[config.mk]
export PLATFORM = sky130hd
export DESIGN_NAME = half_single_float_convert_top
export DESIGN_NICKNAME = d
export VERILOG_FILES = /design/src/hsfc_pkg.sv /design/src/half_single_float_convert_top.sv /design/src/hsfc_round.sv
export SDC_FILE = /design/constraint.sdc
export NUM_CORES = 1
export LEC_CHECK = 0
export BUFFER_PORTS_ARGS = -buffer_cell sky130_fd_sc_hd__buf_2
export CORE_AREA = 2 2 136 138
export CTS_CLUSTER_SIZE = 24
export DETAILED_ROUTE_END_ITERATION = 16
export DIE_AREA = 0 0 138 140
export GPL_TIMING_DRIVEN = 0
export MAX_ROUTING_LAYER = met4
export PLACE_DENSITY = 0.54
export SYNTH_ARGS = -nofsm -noshare
export SYNTH_HDL_FRONTEND = slang
export SYNTH_SLANG_ARGS = --single-unit
[constraint.sdc]
create_clock -name clk -period 5.66 [get_ports clk]
set_clock_uncertainty 0.15 [all_clocks]
set_input_delay 1.132 -clock clk [delete_from_list [all_inputs] [get_ports clk]]
set_output_delay 1.132 -clock clk [all_outputs]
set_load 0.03 [all_outputs]
[src/hsfc_pkg.sv]
// Shared types and constants for the half/single float converter.
// No dependencies; imported by every design and testbench module.
package hsfc_pkg;

	localparam logic CMD_H2S = 1'b0;
	localparam logic CMD_S2H = 1'b1;

	localparam logic [1:0] RM_NEAREST = 2'd0;
	localparam logic [1:0] RM_DOWN    = 2'd1;
	localparam logic [1:0] RM_UP      = 2'd2;
	localparam logic [1:0] RM_TRUNC   = 2'd3;

	localparam logic [7:0] SGL_EXP_MAX   = 8'hFF;
	localparam logic [4:0] HLF_EXP_MAX   = 5'h1F;
	localparam logic [4:0] HLF_EXP_CLAMP = 5'd30;
	localparam logic [9:0] HLF_FRAC_MAX  = 10'h3FF;
	localparam logic [9:0] HLF_QNAN_BIT  = 10'h200;
	localparam logic [7:0] H2S_BIAS_ADJ  = 8'd112;
	localparam logic [7:0] H2S_SUB_BASE  = 8'd103;
	localparam logic [4:0] SGL_FRAC_W    = 5'd23;
	localparam logic [9:0] S2H_TINY_LIM  = 10'd113;
	localparam logic [9:0] S2H_ZERO_LIM  = 10'd96;
	localparam logic [9:0] S2H_OVF_LIM   = 10'd142;
	localparam logic [9:0] S2H_BIAS_ADJ  = 10'd112;

	typedef enum logic [1:0] {
		KIND_PLAIN,
		KIND_TINY,
		KIND_SUB
	} kind_t;

	typedef struct packed {
		logic        sign;
		logic [7:0]  ex;
		logic        fr_nz;
		logic [9:0]  lo10;
		logic [11:0] f12;
		logic        away;
		logic [1:0]  mode;
	} rnd_t;

endpackage

[src/half_single_float_convert_top.sv]
// Top level of the half/single float converter: three-stage pipeline.
// Depends on hsfc_pkg and hsfc_round.
// Throughput: one conversion per cycle; each stage holds independently on stall.
// Stages: decode and rounding add, normalize and classify, shift and assemble.
// Reset: arst_n clears all stage valid bits asynchronously.
module half_single_float_convert_top (
	input  logic        clk,
	input  logic        arst_n,
	input  logic        s_tvalid,
	output logic        s_tready,
	input  logic [31:0] s_tdata,   // [31:0] operand_bits
	input  logic [2:0]  s_tuser,   // [0] cmd, [2:1] rounding_mode
	output logic        m_tvalid,
	input  logic        m_tready,
	output logic [31:0] m_tdata    // [31:0] result_bits
);
	import hsfc_pkg::*;

	logic en1, en2, en3;
	logic v_s1, v_s2, v_s3;

	logic        cmd_s1;
	logic [31:0] bits_s1;
	logic [3:0]  msb_s1;
	rnd_t        rnd_s1;
	rnd_t        rnd_in;
	logic [3:0]  msb_in;

	logic        cmd_s2;
	kind_t       kind_s2;
	logic [31:0] base_s2;
	logic [10:0] mant_s2;
	logic [4:0]  sh_s2;

	kind_t       kind_c;
	logic [31:0] base_c;
	logic [10:0] mant_c;
	logic [4:0]  sh_c;

	logic [31:0] res_s3;
	logic [31:0] res_c;

	assign en3      = !v_s3 || m_tready;
	assign en2      = !v_s2 || en3;
	assign en1      = !v_s1 || en2;
	assign s_tready = en1;
	assign m_tvalid = v_s3;
	assign m_tdata  = res_s3;

	hsfc_round u_round (
		.bits (s_tdata),
		.mode (s_tuser[2:1]),
		.rnd  (rnd_in)
	);

	always_comb begin
		msb_in = 4'd0;
		for (int i = 0; i < 10; i++) begin
			if (s_tdata[i]) begin
				msb_in = 4'(i);
			end
		end
	end

	always_ff @(posedge clk or negedge arst_n) begin
		if (!arst_n) begin
			v_s1 <= 1'b0;
			v_s2 <= 1'b0;
			v_s3 <= 1'b0;
		end else begin
			if (en1) begin
				v_s1 <= s_tvalid;
			end
			if (en2) begin
				v_s2 <= v_s1;
			end
			if (en3) begin
				v_s3 <= v_s2;
			end
		end
	end

	always_ff @(posedge clk) begin
		if (en1 && s_tvalid) begin
			cmd_s1  <= s_tuser[0];
			bits_s1 <= s_tdata;
			msb_s1  <= msb_in;
			rnd_s1  <= rnd_in;
		end
	end

	logic        h_sign;
	logic [4:0]  h_ex;
	logic [9:0]  h_fr;
	logic        carry;
	logic [10:0] fn;
	logic [9:0]  eb;
	logic [9:0]  tiny_sh;
	logic [9:0]  hf_nan;
	logic        clamp;

	always_comb begin
		h_sign  = bits_s1[15];
		h_ex    = bits_s1[14:10];
		h_fr    = bits_s1[9:0];
		carry   = rnd_s1.f12[11];
		fn      = carry ? rnd_s1.f12[11:1] : rnd_s1.f12[10:0];
		eb      = {2'd0, rnd_s1.ex} + {9'd0, carry};
		tiny_sh = S2H_BIAS_ADJ - eb;
		hf_nan  = (rnd_s1.fr_nz && (rnd_s1.lo10 == 10'd0)) ? HLF_QNAN_BIT : rnd_s1.lo10;
		clamp   = ((rnd_s1.mode == RM_DOWN) && !rnd_s1.sign)
			|| ((rnd_s1.mode == RM_UP) && rnd_s1.sign)
			|| (rnd_s1.mode == RM_TRUNC);
		kind_c  = KIND_PLAIN;
		base_c  = 32'd0;
		mant_c  = 11'd0;
		sh_c    = 5'd0;
		if (cmd_s1 == CMD_H2S) begin
			if (h_ex == 5'd0) begin
				base_c = {h_sign, 31'd0};
				if (h_fr != 10'd0) begin
					kind_c = KIND_SUB;
					base_c = {h_sign, H2S_SUB_BASE + {4'd0, msb_s1}, 23'd0};
					mant_c = {1'b0, h_fr};
					sh_c   = SGL_FRAC_W - {1'b0, msb_s1};
				end
			end else if (h_ex == HLF_EXP_MAX) begin
				base_c = {h_sign, SGL_EXP_MAX, h_fr, 13'd0};
			end else begin
				base_c = {h_sign, {3'd0, h_ex} + H2S_BIAS_ADJ, h_fr, 13'd0};
			end
		end else begin
			if (rnd_s1.ex == 8'd0) begin
				base_c = {16'd0, rnd_s1.sign, 14'd0, rnd_s1.fr_nz && rnd_s1.away};
			end else if (rnd_s1.ex == SGL_EXP_MAX) begin
				base_c = {16'd0, rnd_s1.sign, HLF_EXP_MAX, hf_nan};
			end else if (eb < S2H_TINY_LIM) begin
				if (rnd_s1.away) begin
					base_c = {16'd0, rnd_s1.sign, 5'd0, 10'd1};
				end else if (eb <= S2H_ZERO_LIM) begin
					base_c = {16'd0, rnd_s1.sign, 15'd0};
				end else begin
					kind_c = KIND_TINY;
					base_c = {16'd0, rnd_s1.sign, 15'd0};
					mant_c = fn;
					sh_c   = tiny_sh[4:0];
				end
			end else if (eb > S2H_OVF_LIM) begin
				if (clamp) begin
					base_c = {16'd0, rnd_s1.sign, HLF_EXP_CLAMP, HLF_FRAC_MAX};
				end else begin
					base_c = {16'd0, rnd_s1.sign, HLF_EXP_MAX, 10'd0};
				end
			end else begin
				base_c = {16'd0, rnd_s1.sign, 5'(eb - S2H_BIAS_ADJ), fn[9:0]};
			end
		end
	end

	always_ff @(posedge clk) begin
		if (en2 && v_s1) begin
			cmd_s2  <= cmd_s1;
			kind_s2 <= kind_c;
			base_s2 <= base_c;
			mant_s2 <= mant_c;
			sh_s2   <= sh_c;
		end
	end

	logic [10:0] tiny_f;
	logic [32:0] sub_f;

	always_comb begin
		tiny_f = mant_s2 >> sh_s2;
		sub_f  = {22'd0, mant_s2} << sh_s2;
		case (kind_s2)
			KIND_TINY: res_c = base_s2 | {22'd0, tiny_f[9:0]};
			KIND_SUB:  res_c = base_s2 | {9'd0, sub_f[22:0]};
			default:   res_c = base_s2;
		endcase
	end

	always_ff @(posedge clk) begin
		if (en3 && v_s2) begin
			res_s3 <= res_c;
		end
	end

	a_accept_fills_s1: assert property (@(posedge clk) disable iff (!arst_n)
		s_tvalid && s_tready |=> v_s1)
		else $error("accepted transfer did not reach stage 1");

	a_s1_hold: assert property (@(posedge clk) disable iff (!arst_n)
		v_s1 && !en2 |=> v_s1 && $stable(bits_s1))
		else $error("stage 1 changed while stalled");

	a_half_upper_zero: assert property (@(posedge clk) disable iff (!arst_n)
		v_s2 && (cmd_s2 == CMD_S2H) |-> base_s2[31:16] == 16'd0)
		else $error("half result has upper bits set");

	a_tiny_only_s2h: assert property (@(posedge clk) disable iff (!arst_n)
		v_s2 && (kind_s2 == KIND_TINY) |-> cmd_s2 == CMD_S2H)
		else $error("tiny shift on a widening conversion");

	a_sub_only_h2s: assert property (@(posedge clk) disable iff (!arst_n)
		v_s2 && (kind_s2 == KIND_SUB) |-> cmd_s2 == CMD_H2S)
		else $error("subnormal shift on a narrowing conversion");

endmodule

[src/hsfc_round.sv]
// Single-to-half front end: field split and rounding increment of the mantissa.
// Depends on hsfc_pkg.
module hsfc_round (
	input  logic [31:0]       bits,
	input  logic [1:0]        mode,
	output hsfc_pkg::rnd_t    rnd
);
	import hsfc_pkg::*;

	logic        sign;
	logic [22:0] fr;
	logic [12:0] r;
	logic        inc;

	assign sign = bits[31];
	assign fr   = bits[22:0];
	assign r    = fr[12:0];

	always_comb begin
		case (mode)
			RM_NEAREST: inc = r[12];
			RM_DOWN:    inc = (r != 13'd0) && sign;
			RM_UP:      inc = (r != 13'd0) && !sign;
			default:    inc = 1'b0;
		endcase
	end

	always_comb begin
		rnd.sign  = sign;
		rnd.ex    = bits[30:23];
		rnd.fr_nz = (fr != 23'd0);
		rnd.lo10  = fr[9:0];
		rnd.f12   = {1'b0, 1'b1, fr[22:13]} + {11'd0, inc};
		rnd.away  = ((mode == RM_DOWN) && sign) || ((mode == RM_UP) && !sign);
		rnd.mode  = mode;
	end

endmodule

# Word level (Yosys, flattened, before mapping)
# Cells that the tools add are included.
classes:
  addsub: 7
  magnitude_cmp: 3
  eq_ne: 9
  n_shift: 2
  n_mux: 46
  n_bitwise: 2
  n_reduce_logical: 30
op_table:
  columns: ["operator", "count"]
  rows:
  - ["2-to-1 mux 31 bit", 3]
  - ["2-to-1 mux 11 bit", 8]
  - ["case mux 32 bit (2 select lines)", 1]
  - ["2-to-1 mux 15 bit", 4]
  - ["2-to-1 mux 5 bit", 8]
  - ["2-to-1 mux 32 bit", 1]
  - ["bitwise OR 32 x 10 -> 32 bit", 1]
  - ["bitwise OR 32 x 23 -> 32 bit", 1]
  - ["2-to-1 mux 10 bit", 3]
  - ["nonzero test 23 bit", 1]
  - ["<< shifter 11 x 5 -> 23 bit", 1]
  - ["2-to-1 mux 4 bit", 4]
  - ["nonzero test 13 bit", 1]
  - ["adder 11 x 1 -> 12 bit", 1]
  - ["logical AND 1 bit", 11]
  - ["right shift 11 x 5 -> 10 bit", 1]
  - ["logical NOT 10 bit", 1]
  - ["2-to-1 mux 2 bit", 5]
  - ["nonzero test 10 bit", 1]
  - ["adder 8 x 1 -> 9 bit", 1]
  - ["greater-than comparator 9 x 8 -> 1 bit, second input constant", 1]
  - ["<= comparator 9 x 7 -> 1 bit, second input constant", 1]
  - ["< comparator 9 x 7 -> 1 bit, second input constant", 1]
  - ["adder 5 x 7 -> 8 bit, second input constant", 1]
  - ["16 further kinds", 37]
totals:
  regBits: 141
  inputBits: 39
  output_inout_bits: 34
  elab_cells: 118

# Depth between registers and ports, before layout
depth:
  ltp_word: 10
  depth_mapped: 9
  mapped_depth_nobuf: 9

# Hierarchy
# Synthesis repeated with hierarchy kept, for this count alone.
hier_totals:
  cells_unflattened: 640
  area_unflattened_um2: 7571.0
modules_own_cells:
  columns: ["mod", "n_inst", "cells_per_inst", "area_each_um2", "seq_area_each_um2"]
  rows:
  - ["half_single_float_convert_top", 1, 575, 7086.8, 4159.0]
  - ["hsfc_round", 1, 65, 484.2, 0.0]

# Least setup slack after synthesis
# Ideal clock, no wire load.
synth_timing:
  path_type: "input to register"
  startpoint: "in m_tready"
  endpoint: "reg bits_s1[0], enable pin"
  setup_time_ps: 408
  t_arrival_ps: 2629
  t_required_ps: 5102
  path_slack_ps: 2473
  stages: 3
  n_path_buf: 0
  path_cell_list: "nor2b_1 > nand3_1 > and2_1"
synth_via:
  elab_chain_len: 4
synth_rtl:
  columns: ["element", "line_no", "text"]
  rows:
  - ["start: declaration", "half_single_float_convert_top.sv:14", "input logic m_tready,"]
  - ["logical OR 1 bit", "half_single_float_convert_top.sv:43", "assign en3 = !v_s3 || m_tready;"]
  - ["logical OR 1 bit", "half_single_float_convert_top.sv:44", "assign en2 = !v_s2 || en3;"]
  - ["logical OR 1 bit", "half_single_float_convert_top.sv:45", "assign en1 = !v_s1 || en2;"]
  - ["net s_tready", "half_single_float_convert_top.sv:10", "output logic s_tready,"]
  - ["logical AND 1 bit", "half_single_float_convert_top.sv:84", "if (en1 && s_tvalid) begin"]
  - ["end signal: assignment", "half_single_float_convert_top.sv:86", "bits_s1 <= s_tdata;"]
  - ["end: declaration", "half_single_float_convert_top.sv:23", "logic [31:0] bits_s1;"]
# The timed path passes the listed nets, and every way through them passes these cells.
# A chain may end at the register's enable or synchronous reset.

# Worst setup path after layout
layout_timing:
  startpoint: "reg rnd_s1 (netlist bit carry)"
  endpoint: "reg base_s2[10], data pin"
layout_via:
  elab_chain_len: 7
  word_cells_on_any_way: 9
  classes_between: "add/sub: 2; order compare: 2; mux: 5"
layout_rtl:
  columns: ["element", "line_no", "text"]
  rows:
  - ["start: declaration", "half_single_float_convert_top.sv:25", "rnd_t rnd_s1;"]
  - ["start signal: assignment", "half_single_float_convert_top.sv:88", "rnd_s1 <= rnd_in;"]
  - ["adder 8 x 1 -> 9 bit *", "half_single_float_convert_top.sv:108", "eb = {2'd0, rnd_s1.ex} + {9'd0, carry};"]
  - ["greater-than comparator 9 x 8 -> 1 bit or subtractor 5 bit (tied branches)", "half_single_float_convert_top.sv:148, half_single_float_convert_top.sv:155", null]
  - ["2-to-1 mux 15 bit", "half_single_float_convert_top.sv:148", "end else if (eb > S2H_OVF_LIM) begin"]
  - ["2-to-1 mux 15 bit *", "half_single_float_convert_top.sv:137", "end else if (eb < S2H_TINY_LIM) begin"]
  - ["2-to-1 mux 15 bit *", "half_single_float_convert_top.sv:135", "end else if (rnd_s1.ex == SGL_EXP_MAX) begin"]
  - ["2-to-1 mux 15 bit *", "half_single_float_convert_top.sv:133", "if (rnd_s1.ex == 8'd0) begin"]
  - ["2-to-1 mux 32 bit *", "half_single_float_convert_top.sv:118", "if (cmd_s1 == CMD_H2S) begin"]
  - ["end signal: assignment", "half_single_float_convert_top.sv:164", "base_s2 <= base_c;"]
  - ["end: declaration", "half_single_float_convert_top.sv:31", "logic [31:0] base_s2;"]
# Every way passes the cells marked *; elsewhere a longest branch is shown, timed or not.

==> flow_summary.rst <==
.. list-table::
   :header-rows: 1

   * - Metric
     - Value
   * - Width of the die
     - 138 µm
   * - Maximum buffer depth of the clock tree
     - 2
   * - Transition time at the pin with the least slew margin
     - 0.764 ns
   * - Antenna Nets Post-Route
     - 0
   * - CTS-repair resized insts
     - 0
   * - Largest cells by area after synthesis
     - edfxtp_1, mux2i_1, a22o_1, o21ai_0, nand2_1
   * - Via total after detailed routing
     - 5083
   * - Yosys warning count
     - 0
   * - Full die area
     - 19300 µm²
   * - Syn nets
     - 639
   * - Status
     - finished, final reports clean
   * - Max-cap violations
     - 0
   * - Number of synthesized flops with an enable pin
     - 126
   * - Global-route wire length before repair
     - 27800 µm
   * - Post-route DRC
     - 0
   * - Flip-flop cell with the highest count after synthesis
     - edfxtp_1
   * - Clock insertion delay at the later pin of the skew report
     - 0.41 ns
   * - Most numerous cell in the Yosys netlist
     - edfxtp_1
   * - Worst path slowest cell
     - o311ai_0
   * - Category of the worst setup path capture point
     - flip-flop
   * - Critical Path RT
     - 5.62 ns
   * - Number of distinct library cell variants in the gate-level netlist after synthesis
     - 70
   * - Hold-fix buffer count after cts
     - 0
   * - GRT Residual Overflow
     - 0
   * - Net count reported at finish
     - 732
   * - Max-Slew Margin vs Limit
     - 0.484
   * - Last weighted congestion value of the routability-driven placer
     - 0.914
   * - Netlist area before placement
     - 7000 µm²
   * - Setup violators final
     - 0
   * - H-tree depth reported by CTS
     - 4
   * - Top cell type by total area after synthesis
     - edfxtp_1
   * - Initial antenna violation count
     - 0
   * - Setup crit start
     - carry
   * - Number of buffers created by CTS
     - 17
   * - Setup tns final
     - 0 ns
   * - Count of TritonRoute iterations in the first routing pass
     - 5
   * - Leakage power figure
     - 3.13 nW
   * - Setup crit start kind
     - flip-flop
   * - Area growth from synthesis to final layout
     - 18.9%
   * - Global-route usage over all layers
     - 0.191
   * - Largest fanout of any net on the critical path
     - 10
   * - Top achievable clock speed
     - 322 MHz
   * - Post-CTS clock slew at the launch and capture registers of the worst setup and hold paths
     - 0.06 ns
   * - Worst-path cell chain
     - ha_1 -> buf_4 -> nand4_1 -> xor2_1 -> o211ai_1 -> nor3_1 -> a21oi_1 -> o311ai_0
   * - Synth async-reset ratio
     - 0.0233
   * - Tmin final
     - 3.10 ns
   * - Clock root buffer master
     - clkbuf_16
   * - PortBufs
     - 72
   * - Number of global-route vias before repair
     - 4967
   * - Core Rows
     - 49
   * - Number of clock sinks seen by CTS
     - 129
   * - Arrival time of data at the critical path endpoint
     - 3.06 ns
   * - Fraction of layout cells with a size suffix above 1
     - 0.223
   * - Setup repair after global routing missed its margin
     - false
   * - Cell total after placement
     - 891
   * - Final Max Slew Viols
     - 0
   * - Non-Filler Cell Area, Final
     - 8330 µm²
   * - Leading cell types by count after synthesis
     - edfxtp_1, nand2_1, mux2i_1
   * - Starting density of the core
     - 0.394
   * - Number of synthesized register bits
     - 129
   * - Worst Setup Path Type
     - reg2reg
   * - Number of placed I/O pins
     - 73
   * - Core box area
     - 17800 µm²
   * - Worst stage delay on the critical path
     - 0.66 ns
   * - Post-DP HPWL
     - 13600 µm
   * - Startpoint of the lowest-slack register-to-register path
     - carry
   * - Proportion of netlist area held by the largest area contributor
     - 0.540
   * - Maximum number of pins on one net before global-route repair
     - 44
   * - Cells after Synth
     - 588
   * - Clock tree from TritonCTS
     - done
   * - Hold Crit Class
     - reg2reg
   * - Total length of routed wires
     - 17500 µm
   * - Post-layout instance count excluding filler cells
     - 923
   * - Final number of hold-violating endpoints
     - 0
   * - Die Y
     - 140 µm
   * - Average cell area after synthesis
     - 11.9 µm²
   * - Post-CTS setup buffer count
     - 0
   * - Pwr Density
     - 344 nW/µm²
   * - Sequential cell area fraction in the yosys report
     - 0.551
   * - Count of antenna diodes in the layout
     - 0
   * - Largest delay share family, worst path
     - compound AO/OA/AOI/OAI gates
   * - First DRT Iteration DRCs
     - 378
   * - Average detailed-routed wire length per instance
     - 18.9 µm
   * - Launch point of the worst hold path
     - base_s2[24]
   * - Post-DP Area
     - 7690 µm²
   * - Via density per instance
     - 5.51
   * - Buffers and inverters on the worst path
     - 1
   * - Final worst-path cycle share
     - 0.548
   * - Maximum ir drop on the vdd rail
     - 0.000228 V
==> layout make-up <==
cell class	count	area [µm²]
plain buffers	30	184
clock buffers	18	429
multi-input cells	408	2890
well taps	229	287
flip-flops and latches	129	3860
inverters	21	78.8
repair buffers	74	400
fillers	1658	9450
clock inverters	14	205
==> flip-flops by register name (all words and copies together) (netlist names), 2 cells and up <==
signal   cells
kind_s2      2
base_s2     31
sh_s2        5
msb_s1       4
bits_s1     16
rnd_s1      24
mant_s2     11
m_tdata     31
==> cells in the final DEF (no fill, tap or decap), drive strengths merged, types with 8 or more instances in the layout <==
| cell type | instances |
|---|---|
| buf | 96 |
| edfxtp | 126 |
| a21oi | 28 |
| clkbuf | 26 |
| o22ai | 15 |
| nand3 | 16 |
| xnor2 | 11 |
| and2 | 9 |
| ha | 12 |
| a22o | 24 |
| o21ai | 35 |
| mux2i | 40 |
| or3 | 8 |
| nor2 | 35 |
| nor3 | 16 |
| nor2b | 11 |
| inv | 24 |
| nand2b | 15 |
| xor2 | 9 |
| nand2 | 41 |
==> metal layers <==
layer / up-vias / track usage / part of all wire
met3: 44 / 0.0315 / 0.044
met4: 0 / 0.0934 / 0.036
met5: - / - / 0
met1: 2415 / 0.246 / 0.46
met2: 182 / 0.294 / 0.46
li1: 2442 / - / -
==> final timing paths <==
path | end | slack, ns | depth (start not counted)
max in group asynchronous | v_s2 | 4.90 | 1
worst max-delay path | base_s2[10] | 2.56 | 8
min in group asynchronous | m_tvalid | 0.35 | 1
worst min register to register | m_tdata[24] | 0.27 | 0
worst min-delay path | m_tdata[24] | 0.27 | 0
worst max register to register | base_s2[10] | 2.56 | 8
==> cells by family after synthesis <==
logic type	Yosys count	synth area share
xor+xnor	20	0.0250
compound gates	144	0.145
buf+inv	51	0.0375
simple gates	180	0.135
mux	52	0.0850
fa+ha+maj	12	0.0214
flops	129	0.551
==> where the power goes <==
group          total, mW  switching, mW  internal, mW
registers           1.22         0.0552          1.17
logic              0.473          0.304         0.169
clock network       1.17          0.423         0.745
total               2.86          0.782          2.08
==> stage by stage <==
stage | setup slack (ns) | hold WS, ns | utilization | power, mW
floorplan | 2.47 | 0.250 | - | 1.55
global placement | 2.17 | 0.256 | 0.430 | 1.71
detailed placement | 2.32 | 0.260 | 0.433 | 1.71
CTS | 2.59 | 0.275 | 0.468 | 2.89
global route | 2.39 | 0.280 | 0.468 | 2.97
finish | 2.56 | 0.271 | 0.468 | 2.86
Note: power is estimated with default switching activity, not from simulation.
